===== config.mk =====
export PLATFORM = sky130hd
export DESIGN_NAME = imu_hmt_q
export DESIGN_NICKNAME = d
export VERILOG_FILES = /design/src/imu_hmt_pkg.sv /design/src/imu_hmt_q.sv
export SDC_FILE = /design/constraint.sdc
export NUM_CORES = 1
export LEC_CHECK = 0
export BUFFER_PORTS_ARGS = -buffer_cell sky130_fd_sc_hd__buf_4
export CAP_MARGIN = 25
export CELL_PAD_IN_SITES_DETAIL_PLACEMENT = 2
export CELL_PAD_IN_SITES_GLOBAL_PLACEMENT = 2
export CORE_MARGIN = 3
export CORE_UTILIZATION = 28
export CTS_CLUSTER_DIAMETER = 80
export DETAILED_ROUTE_END_ITERATION = 12
export GPL_ROUTABILITY_DRIVEN = 0
export PLACE_DENSITY_LB_ADDON = 0.1
export SLEW_MARGIN = 20
export SYNTH_ARGS = -nofsm -noshare
export SYNTH_HDL_FRONTEND = slang
export SYNTH_SLANG_ARGS = --single-unit

===== constraint.sdc =====
create_clock -name i_clk -period 5.02 [get_ports i_clk]
set_clock_uncertainty 0.05 [all_clocks]
set_input_delay 0.251 -clock i_clk [delete_from_list [all_inputs] [get_ports i_clk]]
set_output_delay 0.251 -clock i_clk [all_outputs]
set_load 0.01 [all_outputs]

===== src/imu_hmt_pkg.sv =====
`timescale 1ns / 1ps

package imu_hmt_pkg;

    // sample fields are read as SAMPLE_BITS-bit two's complement
    localparam int SAMPLE_BITS = 16;
    localparam int SEXT_W      = 24;   // widest sample form handled by sext_smp
    localparam int IN_W        = 16;   // width of each sample field on the bus
    localparam int SMP_W       = 17;   // any sample value fits here, signed
    localparam int MS_W        = 16;
    localparam int REG_W       = 15;
    localparam int CFG_IDX_W   = 2;

    localparam int NUM_IN      = 7;
    localparam int TDATA_IN_W  = NUM_IN * IN_W;
    localparam int TUSER_IN_W  = 1;
    localparam int TDATA_OUT_W = 32;

    localparam int HEAD_W      = 25;
    localparam int REL_W       = 26;

    // heading modulus 360 * 65536 = 45 * 2^19
    localparam int MOD_HI      = 45;
    localparam int MOD_LO_BITS = 19;
    localparam logic [HEAD_W-1:0] HEAD_MOD = HEAD_W'(MOD_HI) << MOD_LO_BITS;

    // yaw factor 57.2958 * 65536 / (2048 * 1000) as K / 2^24
    localparam int K_W         = 25;
    localparam logic [K_W-1:0] YAW_K = 25'd30760448;
    localparam int YAW_FRAC    = 24;

    localparam int P1_W        = SMP_W + MS_W;          // |rz| * ms
    localparam int P2_W        = P1_W + K_W;            // |rz| * ms * K
    localparam int STEP_W      = P2_W - YAW_FRAC;
    localparam int X_W         = STEP_W - MOD_LO_BITS;  // part reduced mod 45
    localparam int RECIP_W     = 11;
    localparam logic [RECIP_W-1:0] RECIP = 11'd1456;    // floor(2^16 / 45)
    localparam int RECIP_SH    = 16;
    localparam int Q_W         = X_W + RECIP_W - RECIP_SH;

    localparam int SQ_W        = 2 * SMP_W - 1;         // square of a sample, unsigned
    localparam int SUM_W       = SQ_W + 2;

    localparam int Q_DEPTH     = 2;
    localparam int Q_PTR_W     = $clog2(Q_DEPTH);
    localparam int Q_CNT_W     = $clog2(Q_DEPTH + 1);

    localparam logic [CFG_IDX_W-1:0] REG_GRAVITY  = 2'd0;
    localparam logic [CFG_IDX_W-1:0] REG_MOVE_THR = 2'd1;
    localparam logic [CFG_IDX_W-1:0] REG_TURN_THR = 2'd2;

    localparam logic [REG_W-1:0] GRAVITY_RST  = 15'd2509;
    localparam logic [REG_W-1:0] MOVE_THR_RST = 15'd512;
    localparam logic [REG_W-1:0] TURN_THR_RST = 15'd1024;

    localparam logic ACT_SAMPLE = 1'b0;
    localparam logic ACT_ZERO   = 1'b1;

    typedef struct packed {
        logic [REG_W-1:0] gravity;
        logic [REG_W-1:0] move_thr;
        logic [REG_W-1:0] turn_thr;
    } t_cfg;

    typedef struct packed {
        logic                    action;
        logic signed [SMP_W-1:0] ax;
        logic signed [SMP_W-1:0] ay;
        logic signed [SMP_W-1:0] az;
        logic [SMP_W-1:0]        rz_mag;
        logic                    rz_neg;
        logic [MS_W-1:0]         ms;
        logic                    turn;
    } t_cmd;

    typedef struct packed {
        logic full;
        logic empty;
    } t_q_st;

    typedef struct packed {
        logic              busy;
        logic [HEAD_W-1:0] heading;
    } t_bk_st;

    function automatic logic signed [SMP_W-1:0] sext_smp(input logic [IN_W-1:0] v);
        logic [SEXT_W-1:0] m;
        logic [SEXT_W:0]   s;
        m = {{(SEXT_W-IN_W){1'b0}}, v} & ((SEXT_W'(1) << SAMPLE_BITS) - SEXT_W'(1));
        if (m[SAMPLE_BITS-1]) begin
            s = {1'b0, m} - ((SEXT_W+1)'(1) << SAMPLE_BITS);
        end else begin
            s = {1'b0, m};
        end
        return s[SMP_W-1:0];
    endfunction

    function automatic logic [SMP_W-1:0] mag_smp(input logic signed [SMP_W-1:0] v);
        logic [SMP_W-1:0] u;
        u = v;
        return v[SMP_W-1] ? (~u + SMP_W'(1)) : u;
    endfunction

endpackage


===== src/imu_hmt_q.sv =====
`timescale 1ns / 1ps

module imu_hmt_q (
    input  logic               i_clk,
    input  logic               i_rst_n,
    input  logic               i_push,
    input  imu_hmt_pkg::t_cmd  i_cmd,
    input  logic               i_pop,
    output imu_hmt_pkg::t_cmd  o_cmd,
    output imu_hmt_pkg::t_q_st o_st
);
    import imu_hmt_pkg::*;

    t_cmd               r_mem [Q_DEPTH];
    logic [Q_PTR_W-1:0] r_wr, r_rd;
    logic [Q_CNT_W-1:0] r_cnt;

    function automatic logic [Q_PTR_W-1:0] ptr_inc(input logic [Q_PTR_W-1:0] p);
        return (p == Q_PTR_W'(Q_DEPTH - 1)) ? '0 : p + Q_PTR_W'(1);
    endfunction

    assign o_cmd      = r_mem[r_rd];
    assign o_st.full  = (r_cnt == Q_CNT_W'(Q_DEPTH));
    assign o_st.empty = (r_cnt == '0);

    always_ff @(posedge i_clk) begin
        if (i_push) begin
            r_mem[r_wr] <= i_cmd;
        end
    end

    always_ff @(posedge i_clk) begin
        if (!i_rst_n) begin
            r_wr  <= '0;
            r_rd  <= '0;
            r_cnt <= '0;
        end else begin
            if (i_push) begin
                r_wr <= ptr_inc(r_wr);
            end
            if (i_pop) begin
                r_rd <= ptr_inc(r_rd);
            end
            if (i_push && !i_pop) begin
                r_cnt <= r_cnt + Q_CNT_W'(1);
            end else if (i_pop && !i_push) begin
                r_cnt <= r_cnt - Q_CNT_W'(1);
            end
        end
    end

endmodule


### Yosys cells after proc, flatten, opt, wreduce, memory -nomap -nowiden

Memories as Yosys holds them, arrays and structs flattened. A register that Yosys moved wholly into a read port is not among the register bits.
Cells that the tools add are included.

| word-level totals | value |
|---|---|
| register bits after elaboration | 4 |
| bits in writable memories | 174 |
| bits of input ports | 91 |
| word-level logic and storage cells | 23 |
| memories kept | 1 |

Memories:

| name | words | bits a word | read ports | clocked after Yosys merged registers in | wr ports | line | text |
|---|---|---|---|---|---|---|---|
| r_mem | 2 | 87 | 1 | 1 | 1 | imu_hmt_q.sv:14 | `t_cmd r_mem [Q_DEPTH];` |

| cells by class | value |
|---|---|
| $add $sub $neg | 4 |
| equal/unequal tests | 1 |
| muxes and demuxes | 8 |
| reduce and logical (&&, ||, !) cells | 6 |

Operator list:

| cell | count |
|---|---|
| two-way mux 1 bit | 6 |
| two-way mux 2 bit | 2 |
| adder 1 bit (second input constant) | 2 |
| adder 2 x 1 -> 2 bit (second input constant) | 1 |
| equality test 2 bit (second input constant) | 1 |
| logical AND 1 bit | 2 |
| zero test 1 bit | 2 |
| zero test 2 bit | 1 |
| nonzero test 2 bit | 1 |
| subtractor 2 x 1 -> 2 bit (second input constant) | 1 |

### Longest topological paths before layout

| depth | value |
|---|---|
| depth in word-level cells | 4 |
| depth in mapped cells | 5 |

### Worst setup path after synthesis

OpenSTA, ideal clock, no wires.

| timing path | value |
|---|---|
| kind | register to register |
| from | reg r_wr |
| to | mem r_mem[0][0] (netlist name), enable pin |
| arrival | 4177 ps |
| data required time | 4426 ps |
| setup slack | 249 ps |
| cell stages (with the launch flop) | 2 |
| path buffers | 0 |
| period minus slack after synthesis | 4771 ps |
| path through | dfxtp_1 nor2b_1 |

RTL lines:

| element | line | text |
|---|---|---|
| start, declared | imu_hmt_q.sv:15 | `logic [Q_PTR_W-1:0] r_wr, r_rd;` |
| start signal, assigned | imu_hmt_q.sv:39 | `r_wr <= ptr_inc(r_wr);` |
| end, declared | imu_hmt_q.sv:14 |  |

No word-level cell before the write port.

==> flow_results.org <==
** Run status
- The flow ran to the end, and the final reports show no timing, DRC or antenna violations.

** Worst setup path
- Data arrival at the endpoint of the critical path :: about 2.6 ns
- Counting stages on the worst path, the most repeated cell is buf_4.
- The worst setup path is of the reg2out kind.
- Along the worst path, the maximum fanout reaches 60.
- At the worst endpoint, the required time is 4.72 ns.
- Worst Setup Start Kind :: register
- Longest individual stage delay on the worst path :: 0.93 ns
- CP max stage cell :: dfxtp_4
- The critical path goes through buf_4 > mux2_2 > buf_4.
- Worst Setup End Kind :: primary output

** STA
- Setup repair after global routing left no endpoint under its margin.
- Time the final worst path needs with I/O delays and setup :: 2.85 ns
- Fin. Hold Viols :: 0
- Headroom to the max-slew limit came out at 0.388.
- At the pin with the least slew margin, the transition time is 0.918 ns.
- Accumulated negative setup slack :: 0 ns
- Final Setup Violations :: 0
- The count of final max-slew check failures is 0.
- Setup slack of the critical path after layout :: approximately 2.2 ns
- Achievable Freq :: between 300 and 400 MHz
- Of the available clock period, the critical path in the final layout requires 0.568.

** Logic synthesis
- After synthesis, the share of flip-flops with an asynchronous set or reset is 0.
- Share of synthesized area occupied by flip-flops and latches :: 0.805
- Summed over all instances, the cell type with the most area after synthesis is edfxtp_1.
- After synthesis, the most frequently instantiated cells are edfxtp_1, mux2_2, mux2_4.
- Unique cell type count in the Yosys netlist :: 17
- Ranked by total cell area, the synthesized netlist is headed by edfxtp_1, mux2_2, mux2_4, dfxtp_1, buf_6.
- Number of flops mapped to enable cells by yosys :: 174
- Area share of the largest cell type after synthesis :: 0.790
- Post-Syn Area :: 0.00662 mm^2
- The most used flip-flop cell after synthesis is edfxtp_1.
- edfxtp_1 is the most common cell in the netlist.
- A synthesized cell averages 22.6 um^2.
- Post-synthesis instance total :: a little under 300
- In this run, synthesis produced a sequential element count of between 150 and 200.
- Yosys printed 0 warnings.
- The number of nets in the synthesized netlist is 385.

** GRT
- GR Util All Layers :: 0.122
- The first global-routing pass estimated approximately 24000 um of wire.
- The via count of the first global-routing pass is between 4000 and 5000.
- Entering global routing, the biggest net connects 61 pins.
- The initial antenna violation count came to 0.
- For this run the aggregate overflow at the end of global routing stands at 0.

** Floorplanning
- Site Rows :: between 50 and 60
- Height of the die :: 160 um
- Initial core utilization :: 0.289
- Die ar. :: 0.0255 mm^2
- Core area :: 0.0229 mm^2
- Horizontal extent of the die :: between 150 and 200 um
- Number of placed I/O pins :: 180

** Drt
- Detailed Route WL :: about 15000 um
- 1st-iter DRT viols :: 116
- Average detailed-routed wire length per instance :: 17.1 um
- Number of routed nets with antenna violations :: 0
- Vias :: ~3700
- Number of search-and-repair iterations in the first detailed-routing pass :: 4
- For this run, design rule violations remaining after detail routing come to 0.
- Using the TritonRoute via totals, the vias-per-cell ratio works out to 4.10.

** Cells and area
- 0 antenna diodes ended up in the layout.
- Measured on the finished design, the core utilization comes to 0.424.
- Layout Area Growth over Synthesis :: 46.8%
- Fraction of final layout cells sized beyond drive strength 1 :: 0.511
- Net count reported at finish :: 665

** Clock network
- Maximum clock path buffer count :: 2
- Clock latency on the worst-skew pair, taken at its later pin, is around 0.42 ns.
- Counting the buffers created by CTS gives 17.
- H-tree depth reported by CTS :: 4
- Clock net sink count :: 179
- Post-CTS timing repair inserted 0 buffers for setup.
- CTS tree :: yes
- Cell chosen for the clock root :: clkbuf_16
- Clock-pin slew of the registers on the worst-case setup and hold paths :: 0.07 ns

** Pwr
- IR drop worst, VDD :: 0.000186 V
- Power spread over the standard cell area amounts to between 300 and 400 mW/mm^2.
- In this run the static leakage power is 3.66 nW.

** Flow run
- Across the run, the number of max-cap violations was 0.

** Worst hold path
- The min-delay analysis places its worst path in the category in2reg.

** Place
- In this run the tool buffered the top-level ports with 179 buffer cells.
- Timing analysis after detailed placement gives a worst setup slack of roughly 2.6 ns.
==> per-stage QoR <==
stage | total power, mW | instances | area [um^2] | hold WS, ns
floorplan | 1.99 | 293 | 6620 | 0.300
global placement | 2.20 | 779 | 8310 | 0.386
detailed placement | 2.21 | 779 | 8310 | 0.390
CTS | 3.47 | 898 | 9710 | 0.0990
global route | 3.57 | 898 | 9710 | 0.110
finish | 3.41 | 898 | 9710 | 0.126
==> layer usage <==
metal / global-route usage / wire (um) / up-vias
met4: 0.0334 / 146 / 0
met3: 0.0506 / 1190 / 11
met1: 0.148 / 6530 / 1841
met5: 0 / 0 / -
li1: - / - / 1709
met2: 0.202 / 7510 / 123
==> state kept, by name (all words and copies together) (netlist names), named ones only <==
signal and cells:
r_wr 1, r_mem 174, r_cnt 2, r_rd 1
==> area by class of cell <==
cell class                 count  area (um^2)
multi-input combinational    103         1210
inverter                       1         3.75
tap                          313          392
timing repair buffer         271         2250
fill                        2228        13200
clock inverter                12         83.8
clock buffer                  19          433
sequential                   179         5330
==> power by group <==
| group | switching (mW) | internal (mW) |
|---|---|---|
| clock network | 0.554 | 0.630 |
| logic | 0.185 | 0.274 |
| registers | 0.0394 | 1.73 |
| total | 0.778 | 2.63 |
==> critical path: cells and delay by family, from the launching register on <==
kind | cells | cell delay [ns]
buf+inv | 2 | 0.71
flops | 1 | 0.93
mux | 1 | 0.40
==> cells by family after synthesis <==
logic type / count (synthesis) / synth area share
buffers and inverters: 11 / 0.0129
flip-flops: 179 / 0.805
AND/OR/NAND/NOR: 9 / 0.00813
multiplexers: 87 / 0.165
adder cells (fa/ha/maj): 1 / 0.00189
XOR/XNOR: 3 / 0.00397
AO/OA/AOI/OAI: 3 / 0.00303
==> what timing repair did <==
item / in CTS / in global routing
gates resized for setup: 0 / 0
hold buffers: 88 / 0
endpoints found under the hold margin: 175 / 0
==> final timing paths <==
path                  from      endpoint  slack, ns  cells past startpoint
hold / removal       i_pop          r_rd       0.13                      3
setup reg to reg      r_wr  r_mem[1][80]       2.90                      2
setup / recovery  register     o_cmd[71]       2.17                      3
hold reg to reg   r_cnt[1]      r_cnt[1]       0.47                      2
==> cells in the final DEF (no fill, tap or decap), types with 2 or more instances in the layout <==
cell type      instances
mux2_2                57
mux2_4                30
clkinv_1               3
edfxtp_1             174
dfxtp_1                4
clkbuf_16             17
nor2b_1                2
dlygate4sd3_1         88
buf_4                183
clkbuf_1               2
and2_1                 3
xor2_1                 2
inv_6                  3
clkinvlp_4             5
(Power assumes the default switching activity.)
