**src/imu_hmt_pkg.sv**
```systemverilog
`timescale 1ns / 1ps

package imu_hmt_pkg;

    // sample fields are read as SAMPLE_BITS-bit two's complement
    localparam int SAMPLE_BITS = 16;
    localparam int SEXT_W      = 24;   // widest sample form handled by sext_smp
    localparam int IN_W        = 16;   // width of each sample field on the bus
    localparam int SMP_W       = 17;   // any sample value fits here, signed
    localparam int MS_W        = 16;
    localparam int REG_W       = 15;
    localparam int CFG_IDX_W   = 2;

    localparam int NUM_IN      = 7;
    localparam int TDATA_IN_W  = NUM_IN * IN_W;
    localparam int TUSER_IN_W  = 1;
    localparam int TDATA_OUT_W = 32;

    localparam int HEAD_W      = 25;
    localparam int REL_W       = 26;

    // heading modulus 360 * 65536 = 45 * 2^19
    localparam int MOD_HI      = 45;
    localparam int MOD_LO_BITS = 19;
    localparam logic [HEAD_W-1:0] HEAD_MOD = HEAD_W'(MOD_HI) << MOD_LO_BITS;

    // yaw factor 57.2958 * 65536 / (2048 * 1000) as K / 2^24
    localparam int K_W         = 25;
    localparam logic [K_W-1:0] YAW_K = 25'd30760448;
    localparam int YAW_FRAC    = 24;

    localparam int P1_W        = SMP_W + MS_W;          // |rz| * ms
    localparam int P2_W        = P1_W + K_W;            // |rz| * ms * K
    localparam int STEP_W      = P2_W - YAW_FRAC;
    localparam int X_W         = STEP_W - MOD_LO_BITS;  // part reduced mod 45
    localparam int RECIP_W     = 11;
    localparam logic [RECIP_W-1:0] RECIP = 11'd1456;    // floor(2^16 / 45)
    localparam int RECIP_SH    = 16;
    localparam int Q_W         = X_W + RECIP_W - RECIP_SH;

    localparam int SQ_W        = 2 * SMP_W - 1;         // square of a sample, unsigned
    localparam int SUM_W       = SQ_W + 2;

    localparam int Q_DEPTH     = 2;
    localparam int Q_PTR_W     = $clog2(Q_DEPTH);
    localparam int Q_CNT_W     = $clog2(Q_DEPTH + 1);

    localparam logic [CFG_IDX_W-1:0] REG_GRAVITY  = 2'd0;
    localparam logic [CFG_IDX_W-1:0] REG_MOVE_THR = 2'd1;
    localparam logic [CFG_IDX_W-1:0] REG_TURN_THR = 2'd2;

    localparam logic [REG_W-1:0] GRAVITY_RST  = 15'd2509;
    localparam logic [REG_W-1:0] MOVE_THR_RST = 15'd512;
    localparam logic [REG_W-1:0] TURN_THR_RST = 15'd1024;

    localparam logic ACT_SAMPLE = 1'b0;
    localparam logic ACT_ZERO   = 1'b1;

    typedef struct packed {
        logic [REG_W-1:0] gravity;
        logic [REG_W-1:0] move_thr;
        logic [REG_W-1:0] turn_thr;
    } t_cfg;

    typedef struct packed {
        logic                    action;
        logic signed [SMP_W-1:0] ax;
        logic signed [SMP_W-1:0] ay;
        logic signed [SMP_W-1:0] az;
        logic [SMP_W-1:0]        rz_mag;
        logic                    rz_neg;
        logic [MS_W-1:0]         ms;
        logic                    turn;
    } t_cmd;

    typedef struct packed {
        logic full;
        logic empty;
    } t_q_st;

    typedef struct packed {
        logic              busy;
        logic [HEAD_W-1:0] heading;
    } t_bk_st;

    function automatic logic signed [SMP_W-1:0] sext_smp(input logic [IN_W-1:0] v);
        logic [SEXT_W-1:0] m;
        logic [SEXT_W:0]   s;
        m = {{(SEXT_W-IN_W){1'b0}}, v} & ((SEXT_W'(1) << SAMPLE_BITS) - SEXT_W'(1));
        if (m[SAMPLE_BITS-1]) begin
            s = {1'b0, m} - ((SEXT_W+1)'(1) << SAMPLE_BITS);
        end else begin
            s = {1'b0, m};
        end
        return s[SMP_W-1:0];
    endfunction

    function automatic logic [SMP_W-1:0] mag_smp(input logic signed [SMP_W-1:0] v);
        logic [SMP_W-1:0] u;
        u = v;
        return v[SMP_W-1] ? (~u + SMP_W'(1)) : u;
    endfunction

endpackage

```
**src/imu_hmt_front.sv**
```systemverilog
`timescale 1ns / 1ps

module imu_hmt_front (
    input  logic                                  i_valid,
    input  logic [imu_hmt_pkg::TUSER_IN_W-1:0]    i_tuser,
    input  logic [imu_hmt_pkg::TDATA_IN_W-1:0]    i_tdata,
    input  imu_hmt_pkg::t_cfg                     i_cfg,
    input  logic                                  i_q_full,
    output logic                                  o_ready,
    output logic                                  o_push,
    output imu_hmt_pkg::t_cmd                     o_cmd
);
    import imu_hmt_pkg::*;

    logic signed [SMP_W-1:0] rx, ry, rz;
    logic [SMP_W-1:0]        mx, my, mz;
    logic [SMP_W-1:0]        thr;

    assign o_ready = !i_q_full;
    assign o_push  = i_valid && !i_q_full;

    always_comb begin
        rx  = sext_smp(i_tdata[4*IN_W-1:3*IN_W]);
        ry  = sext_smp(i_tdata[5*IN_W-1:4*IN_W]);
        rz  = sext_smp(i_tdata[6*IN_W-1:5*IN_W]);
        mx  = mag_smp(rx);
        my  = mag_smp(ry);
        mz  = mag_smp(rz);
        thr = SMP_W'(i_cfg.turn_thr);

        o_cmd.action = i_tuser[0];
        o_cmd.ax     = sext_smp(i_tdata[IN_W-1:0]);
        o_cmd.ay     = sext_smp(i_tdata[2*IN_W-1:IN_W]);
        o_cmd.az     = sext_smp(i_tdata[3*IN_W-1:2*IN_W]);
        o_cmd.rz_mag = mz;
        o_cmd.rz_neg = rz[SMP_W-1];
        o_cmd.ms     = i_tdata[7*IN_W-1:6*IN_W];
        o_cmd.turn   = (mx > thr) || (my > thr) || (mz > thr);
    end

endmodule

```
**config.mk**
```make
export PLATFORM = sky130hd
export DESIGN_NAME = imu_hmt_front
export DESIGN_NICKNAME = d
export VERILOG_FILES = /design/src/imu_hmt_pkg.sv /design/src/imu_hmt_front.sv
export SDC_FILE = /design/constraint.sdc
export NUM_CORES = 1
export LEC_CHECK = 0
export ABC_AREA = 1
export BUFFER_PORTS_ARGS = -buffer_cell sky130_fd_sc_hd__buf_2
export CAP_MARGIN = 30
export CORE_AREA = 2 2 96 98
export DETAILED_ROUTE_END_ITERATION = 6
export DIE_AREA = 0 0 98 100
export PLACE_DENSITY = 0.69
export SLEW_MARGIN = 25
export SYNTH_ARGS = -nofsm -noshare
export SYNTH_HDL_FRONTEND = slang
export SYNTH_SLANG_ARGS = --single-unit
export TNS_END_PERCENT = 50
```
**constraint.sdc**
```tcl
create_clock -name vclk -period 5.4
set_input_delay 0.27 -clock vclk [all_inputs]
set_output_delay 0.27 -clock vclk [all_outputs]
set_load 0.05 [all_outputs]
```
== Word level (Yosys, flattened, before mapping) ==
Index checks and enable logic that the tools add are counted.

* Register bits: 0
* Input bits: 160
* Word-level logic and storage cells: 28

* Mux-type cells: 9
* $lt $le $gt $ge: 3
* Bitwise gates (word level): 3
* Reductions and logical operators: 4
* Add/sub/neg operators: 9

{| class="wikitable"
|+ Operators by type and width
! cell !! count
|-
| 2-to-1 mux 17 bit || 9
|-
| subtractor 16 x 17 -> 17 bit, second input constant || 6
|-
| adder 17 x 1 -> 17 bit, second input constant || 3
|-
| > comparator 17 x 15 -> 1 bit || 3
|-
| NOT 17 bit || 3
|-
| logical OR 1 bit || 2
|-
| logical AND 1 bit || 1
|-
| logical NOT 1 bit || 1
|}

== Depth between registers and ports, before layout ==
Gate-level depths: netlist of run 1.

* Depth after elaboration: 8
* Gate-level depth with buffers: 21
* Depth with buffers taken out: 21

== Worst setup path before layout of run 1 ==
Ideal clock, no wire load.

* Kind: in2out
* From: input port i_tdata[80] (netlist name)
* To: output port o_cmd[0] (netlist name)
* Slack: 2,086 ps
* Required time: 5,130 ps
* Stages on the path: 17
* Arrival time: 3,044 ps
* Path through: inv_2 > ha_1 > nand4_1 > nor3_2 > nand2_1 > nand2_1 > nand2_1 > xor2_1 > ha_1 > a21oi_1 > o21ai_0 > nand2_1 > nand2_1 > nor2_1 > nand2_1 > nand2_1 > nand3_1

{| class="wikitable"
|+ RTL lines
! what !! line !! text
|-
| start, declared || imu_hmt_front.sv:6 || <nowiki>input logic [imu_hmt_pkg::TDATA_IN_W-1:0] i_tdata,</nowiki>
|-
| end, declared || imu_hmt_front.sv:11 || <nowiki>output imu_hmt_pkg::t_cmd o_cmd</nowiki>
|}

==> results of run 1 <==
[how the worst min path moves through the flow]
| stage | start | to | slack (ns) | cells past startpoint |
|---|---|---|---|---|
| 2_1_floorplan | i_tdata[105] | o_cmd[10] | 0.71 | 1 |
| 3_3_place_gp | i_tdata[111] | o_cmd[16] | 0.54 | 0 |
| 3_5_place_dp | i_tdata[111] | o_cmd[16] | 0.54 | 0 |
| 4_1_cts | i_tdata[111] | o_cmd[16] | 0.54 | 0 |
| 5_1_grt | i_tdata[42] | o_cmd[45] | 0.54 | 0 |
| 6_report | i_tdata[105] | o_cmd[10] | 0.54 | 0 |
[layout make-up]
cell class	count	area, µm²	share of cell area (%)
Tap cell	111	139	5.05
Timing Repair Buffer	85	425	15.5
Multi-Input combinational cell	304	1980	72.1
Inverter	54	203	7.37
[cell usage in the layout, fill, tap and decap left out, types with 7 or more instances in the layout]
cell	synthesis	layout
nand2_1	88	88
buf_2	1	85
ha_1	48	48
inv_1	47	47
nor2_1	39	39
xor2_1	23	23
a21oi_1	20	20
xnor2_1	14	14
nand4_1	11	11
o21ai_0	9	9
nor2_2	7	7
nand3_1	7	7
inv_2	7	7
[metrics by stage]
stage	setup slack [ns]	hold slack (ns)	power [W]
floorplan	2.09	0.707	0.000345
global placement	2.48	0.540	0.000286
detailed placement	2.43	0.540	0.000296
CTS	2.43	0.540	0.000298
global route	2.16	0.540	0.000334
finish	2.45	0.540	0.000296
[power groups by stage]
| stage | logic (W) | clock network, W | registers [W] |
|---|---|---|---|
| after global routing | 0.000334 | 0 | 0 |
| after detailed placement | 0.000296 | 0 | 0 |
| after CTS | 0.000298 | 0 | 0 |
| final | 0.000296 | 0 | 0 |
| after global placement | 0.000286 | 0 | 0 |
| after floorplan | 0.000345 | 0 | 0 |
[critical path: stages]
cell and delay [ns]:
buf_2 0.12, inv_1 0.09, ha_1 0.17, inv_1 0.05, nor2_1 0.12, nand3_1 0.12
nor3_2 0.15, nand2_1 0.09, nand2_2 0.09, nand2_1 0.06, xor2_1 0.14, ha_1 0.29
nand2_1 0.07, inv_1 0.05, nand3_1 0.09, nor2_1 0.11, a21oi_1 0.07, nand2_1 0.06
nand2_1 0.04, nand2_1 0.05, nand2_1 0.04, nand3_1 0.07, buf_2 0.27
[cells by family after synthesis]
| group | Yosys count | share of synthesized area (%) |
|---|---|---|
| buffers and inverters | 128 | 27.4 |
| and+or+nand+nor | 175 | 30.1 |
| other | 1 | 0.137 |
| AOI/OAI and AO/OA | 43 | 8.52 |
| xor gates and xnor gates | 37 | 11.9 |
| adders and majority gates | 48 | 22.0 |
[layer usage]
metal,up-vias,global-route usage [%],share of wire [%]
li1,1335,-,-
met1,1152,14.9,42
met2,73,25.3,49
met3,21,1.95,6.4
met4,0,3.74,2.7
met5,-,0,0
==> results.py, run 1 <==
metrics = {
    "die": {
        "initial_utilization_pct": 30.7,
        "die_width_um": 98,
        "die_h_um": 100,
        "design.die.area_um2": 9800,
        "row_count": 35,
        "core_area_um2": 8890,
        "pin_count": 249,
    },
    "final_layout": {
        "insertedDiodeCount": 0,
        "fin_nets": 653,
        "n_sequential_cell": 0,
        "fill_cells": 993,
        "regArea_um2": 0,
        "flow.area_growth_from_synthesis_pct": 0.687,
        "final_design_area_no_fill_um2": 2750,
        "layout-drive-gt1-share_pct": 25.1,
        "stdcell_count": 554,
        "clkbuf_count": 0,
        "final_util_pct": 31.0,
    },
    "timing": {
        "slew_violations": 0,
        "layout_min_cycle_time_ns": 2.95,
        "finalSetupTns_ns": 0,
        "final.period_utilization_pct": 54.7,
        "setup-violations-final": 0,
        "fmaxAchievable_mhz": 338,
        "timing_hold_violations_final": 0,
        "rsz0062_at_grt": "no",
    },
    "drt": {
        "totalWireLength_um": 6890,
        "drt_iter0_markers": 62,
        "routed-via-count": 2581,
        "detail_route.wl_per_cell_um": 12.4,
        "antenna_violating_nets_post_route": 0,
        "drt_pre_antenna_iters": 5,
        "route.detailed.vias_per_inst": 4.66,
        "post-route-drc-count": 0,
    },
    "run_status": {
        "outcome": "finished clean",
    },
    "yosys": {
        "mappedNetlistNets": 640,
        "netlist.area_leader.share_pct": 22.0,
        "synth.distinct_cells": 32,
        "synth_top_cell_by_area": "ha_1",
        "seq_area_frac_synth_pct": 0,
        "yosysMostFrequentCell": "nand2_1",
        "post_synth_inst_count": 432,
        "synthesis.area_per_instance_um2": 6.33,
        "ranking_of_synthesized_cells_by_instance_count": "nand2_1, buf_4, ha_1",
        "synth_warnings": 0,
        "synth_top_cells_by_area": "ha_1, buf_4, nand2_1, xor2_1, inv_1",
        "synthesis.area_um2": 2730,
    },
    "power": {
        "p_sw_share_pct": 64.8,
        "netSwitchingPower_w": 0.000192,
        "share_clk_of_total_power_pct": 0,
        "p_comb_share_pct": 100.0,
        "internal_power_w": 0.000104,
        "cellLeakagePower_nw": 1.57,
        "power.share.sequential_pct": 0,
        "vdd_drop_max_mv": 0.0544,
        "power-per-cell-area_nw_per_um2": 108,
    },
    "cts": {
        "cts_hold_repair.buffers": 0,
        "cts-resized-gates": 0,
        "postCtsSetupRepairBufs": 0,
    },
    "placement": {
        "instance_area_after_placement_um2": 2750,
        "dp_hpwl_um": 6130,
        "dp.cells": 554,
        "port-buffer-count": 85,
        "placer_congestion": 0.878,
    },
    "job": {
        "cap_viol_max_count": 0,
    },
    "setup_path": {
        "ws_path_type": "input port to output pin",
        "endpoint_kind": "output pin",
        "setup.worst_path.start_class": "input port",
        "crit_path_max_fanout": 3,
        "endpoint": "o_cmd[0]",
        "timing.critical_path.from": "i_tdata[48]",
        "cp.arrival_ns": 2.68,
        "cp_data_required_time_ns": 5.13,
    },
    "global_routing": {
        "first_pass_grt_wire_length_um": 11000,
        "grt_pass1_vias": 2538,
        "antenna_found_initial": 0,
        "total_global_route_track_usage_pct": 13.1,
        "grt-ovfl-total": 0,
        "grt_start_max_net_pins": 12,
    },
    "hold_path": {
        "holdCritPathClass": "input port to output pin",
    },
}
(Power assumes the default switching activity.)
==> run 2, diff against run 1 <==
--- a/config.mk
+++ b/config.mk
@@ -8,10 +8,10 @@
 export ABC_AREA = 1
 export BUFFER_PORTS_ARGS = -buffer_cell sky130_fd_sc_hd__buf_2
 export CAP_MARGIN = 30
-export CORE_AREA = 2 2 96 98
+export CORE_AREA = 2 2 97 99
 export DETAILED_ROUTE_END_ITERATION = 6
-export DIE_AREA = 0 0 98 100
-export PLACE_DENSITY = 0.69
+export DIE_AREA = 0 0 99 101
+export PLACE_DENSITY = 0.68
 export SLEW_MARGIN = 25
 export SYNTH_ARGS = -nofsm -noshare
 export SYNTH_HDL_FRONTEND = slang
==> constraint.sdc (replaced) <==
create_clock -name vclk -period 3
set_input_delay 0.15 -clock vclk [all_inputs]
set_output_delay 0.15 -clock vclk [all_outputs]
set_load 0.05 [all_outputs]
==> results.py, run 2 (synthesis gave the netlist of run 1 again) <==
metrics = {
    "cts": {
        "cts_hold_repair.buffers": 0,
        "cts-resized-gates": 0,
        "postCtsSetupRepairBufs": 0,
    },
    "setup_path": {
        "setup.worst_path.start_class": "input port",
        "cpMaxStageDelayCell": "ha_1",
        "ws_path_type": "input port to output pin",
        "endpoint_kind": "output pin",
        "cell_by_cell_trace_of_the_critical_path": "buf_2 -> inv_2 -> ha_2 -> inv_1 -> nor2_2 -> nand3_2 -> nor3_2 -> nand2_1 -> nand2_2 -> nand2_1 -> xor2_1 -> ha_1 -> nand2_1 -> inv_1 -> nand3_2 -> nor2_2 -> a21oi_1 -> nand2_1 -> nand2_1 -> nand2_1 -> nand2_1 -> nand3_2 -> buf_8",
        "timing.critical_path.mode_cell": "nand2_1",
        "cp_data_required_time_ns": 2.85,
        "critical-path-max-stage-delay_ns": 0.31,
        "cp.arrival_ns": 2.55,
        "crit_path_max_fanout": 3,
    },
    "timing": {
        "setup-violations-final": 0,
        "slew_violations": 0,
        "final.period_utilization_pct": 90.1,
        "layout_min_cycle_time_ns": 2.70,
        "worst_hold_slack_ns": 0.300,
        "fmaxAchievable_mhz": 370,
        "finalSetupTns_ns": 0,
        "timing_hold_violations_final": 0,
    },
    "die": {
        "pin_count": 249,
        "core_area_um2": 8980,
        "die_h_um": 101,
        "die_width_um": 99,
        "row_count": 35,
        "initial_utilization_pct": 30.4,
        "design.die.area_um2": 10000,
    },
    "final_layout": {
        "n_sequential_cell": 0,
        "fin_nets": 653,
        "layout_commonest_cell": "nand2_1",
        "most-common-layout-cells": "nand2_1, buf_2, ha_1",
        "flow.area_growth_from_synthesis_pct": 2.43,
        "final_util_pct": 31.2,
        "layout-drive-gt1-share_pct": 27.1,
        "insertedDiodeCount": 0,
        "final_design_area_no_fill_um2": 2800,
        "clkbuf_count": 0,
        "regArea_um2": 0,
    },
    "placement": {
        "instance_area_after_placement_um2": 2770,
        "port-buffer-count": 85,
        "placer_congestion": 0.876,
        "dp_hpwl_um": 6730,
    },
    "drt": {
        "post-route-drc-count": 0,
        "antenna_violating_nets_post_route": 0,
        "route.detailed.vias_per_inst": 4.74,
        "routed-via-count": 2625,
        "totalWireLength_um": 7540,
        "detail_route.wl_per_cell_um": 13.6,
        "drt_iter0_markers": 61,
        "drt_pre_antenna_iters": 4,
    },
    "global_routing": {
        "grt-ovfl-total": 0,
        "gr-usage-met2_pct": 27.5,
        "antenna_found_initial": 0,
        "global_route.peak_usage_layer": "met2",
        "first_pass_grt_wire_length_um": 11900,
        "gr-usage-met3_pct": 2.43,
        "grt.met1_usage_pct": 16.9,
        "grt_start_max_net_pins": 12,
        "grt_pass1_vias": 2525,
        "total_global_route_track_usage_pct": 14.4,
    },
    "run_status": {
        "outcome": "finished clean",
    },
    "hold_path": {
        "holdPathEnd": "o_cmd[11]",
        "min_path_cells": 0,
        "holdCritStartpoint": "i_tdata[106]",
        "holdCritPathClass": "input port to output pin",
    },
    "power": {
        "power-per-cell-area_nw_per_um2": 196,
        "vdd_drop_max_mv": 0.116,
        "cellLeakagePower_nw": 1.58,
        "total_power_w": 0.000550,
    },
    "job": {
        "cap_viol_max_count": 0,
    },
}
run 2: cell counts in the layout (fill, tap and decap cells not counted):
No cell type changed its count.
run 2: worst max path at each step:
| stage | start | to | depth (start not counted) |
|---|---|---|---|
| 4_1_cts | i_tdata[48] | o_cmd[0] | 23 |
| 6_report | i_tdata[48] | o_cmd[0] | 23 |
| 3_3_place_gp | i_tdata[48] | o_cmd[0] | 23 |
| 2_1_floorplan | i_tdata[80] | o_cmd[0] | 18 |
| 3_5_place_dp | i_tdata[48] | o_cmd[0] | 23 |
| 5_1_grt | i_tdata[48] | o_cmd[0] | 23 |
run 2: worst max-delay path, delay by kind of cell:
family,cells,cell delay [ns]
adder cells (fa/ha/maj),2,0.48
AND/OR/NAND/NOR,14,1.19
AO/OA/AOI/OAI,1,0.11
buffers and inverters,5,0.46
XOR/XNOR,1,0.15
run 2: cell type report:
class                           count  area (µm²)
Inverter                           54         203
Timing Repair Buffer               85         435
Multi-Input combinational cell    304        2020
Tap cell                          111         139
Fill cell                         992        6180
run 2: per-stage QoR:
step,cells,setup WS [ns]
floorplan,432,0.000812
global placement,554,0.243
detailed placement,554,0.211
CTS,554,0.206
global route,554,-0.00695
finish,554,0.296
run 2: metal layers:
metal | vias to the layer above | part of all wire, %
li1 | 1345 | -
met1 | 1177 | 41
met2 | 91 | 51
met3 | 12 | 7.1
met4 | 0 | 1.5
met5 | - | 0
run 2: where the power goes:
part / total, W / switching, W / internal (W) / leakage (nW)
Clock: 0 / 0 / 0 / 0
Combinational: 0.000550 / 0.000355 / 0.000195 / 1.58
Sequential: 0 / 0 / 0 / 0
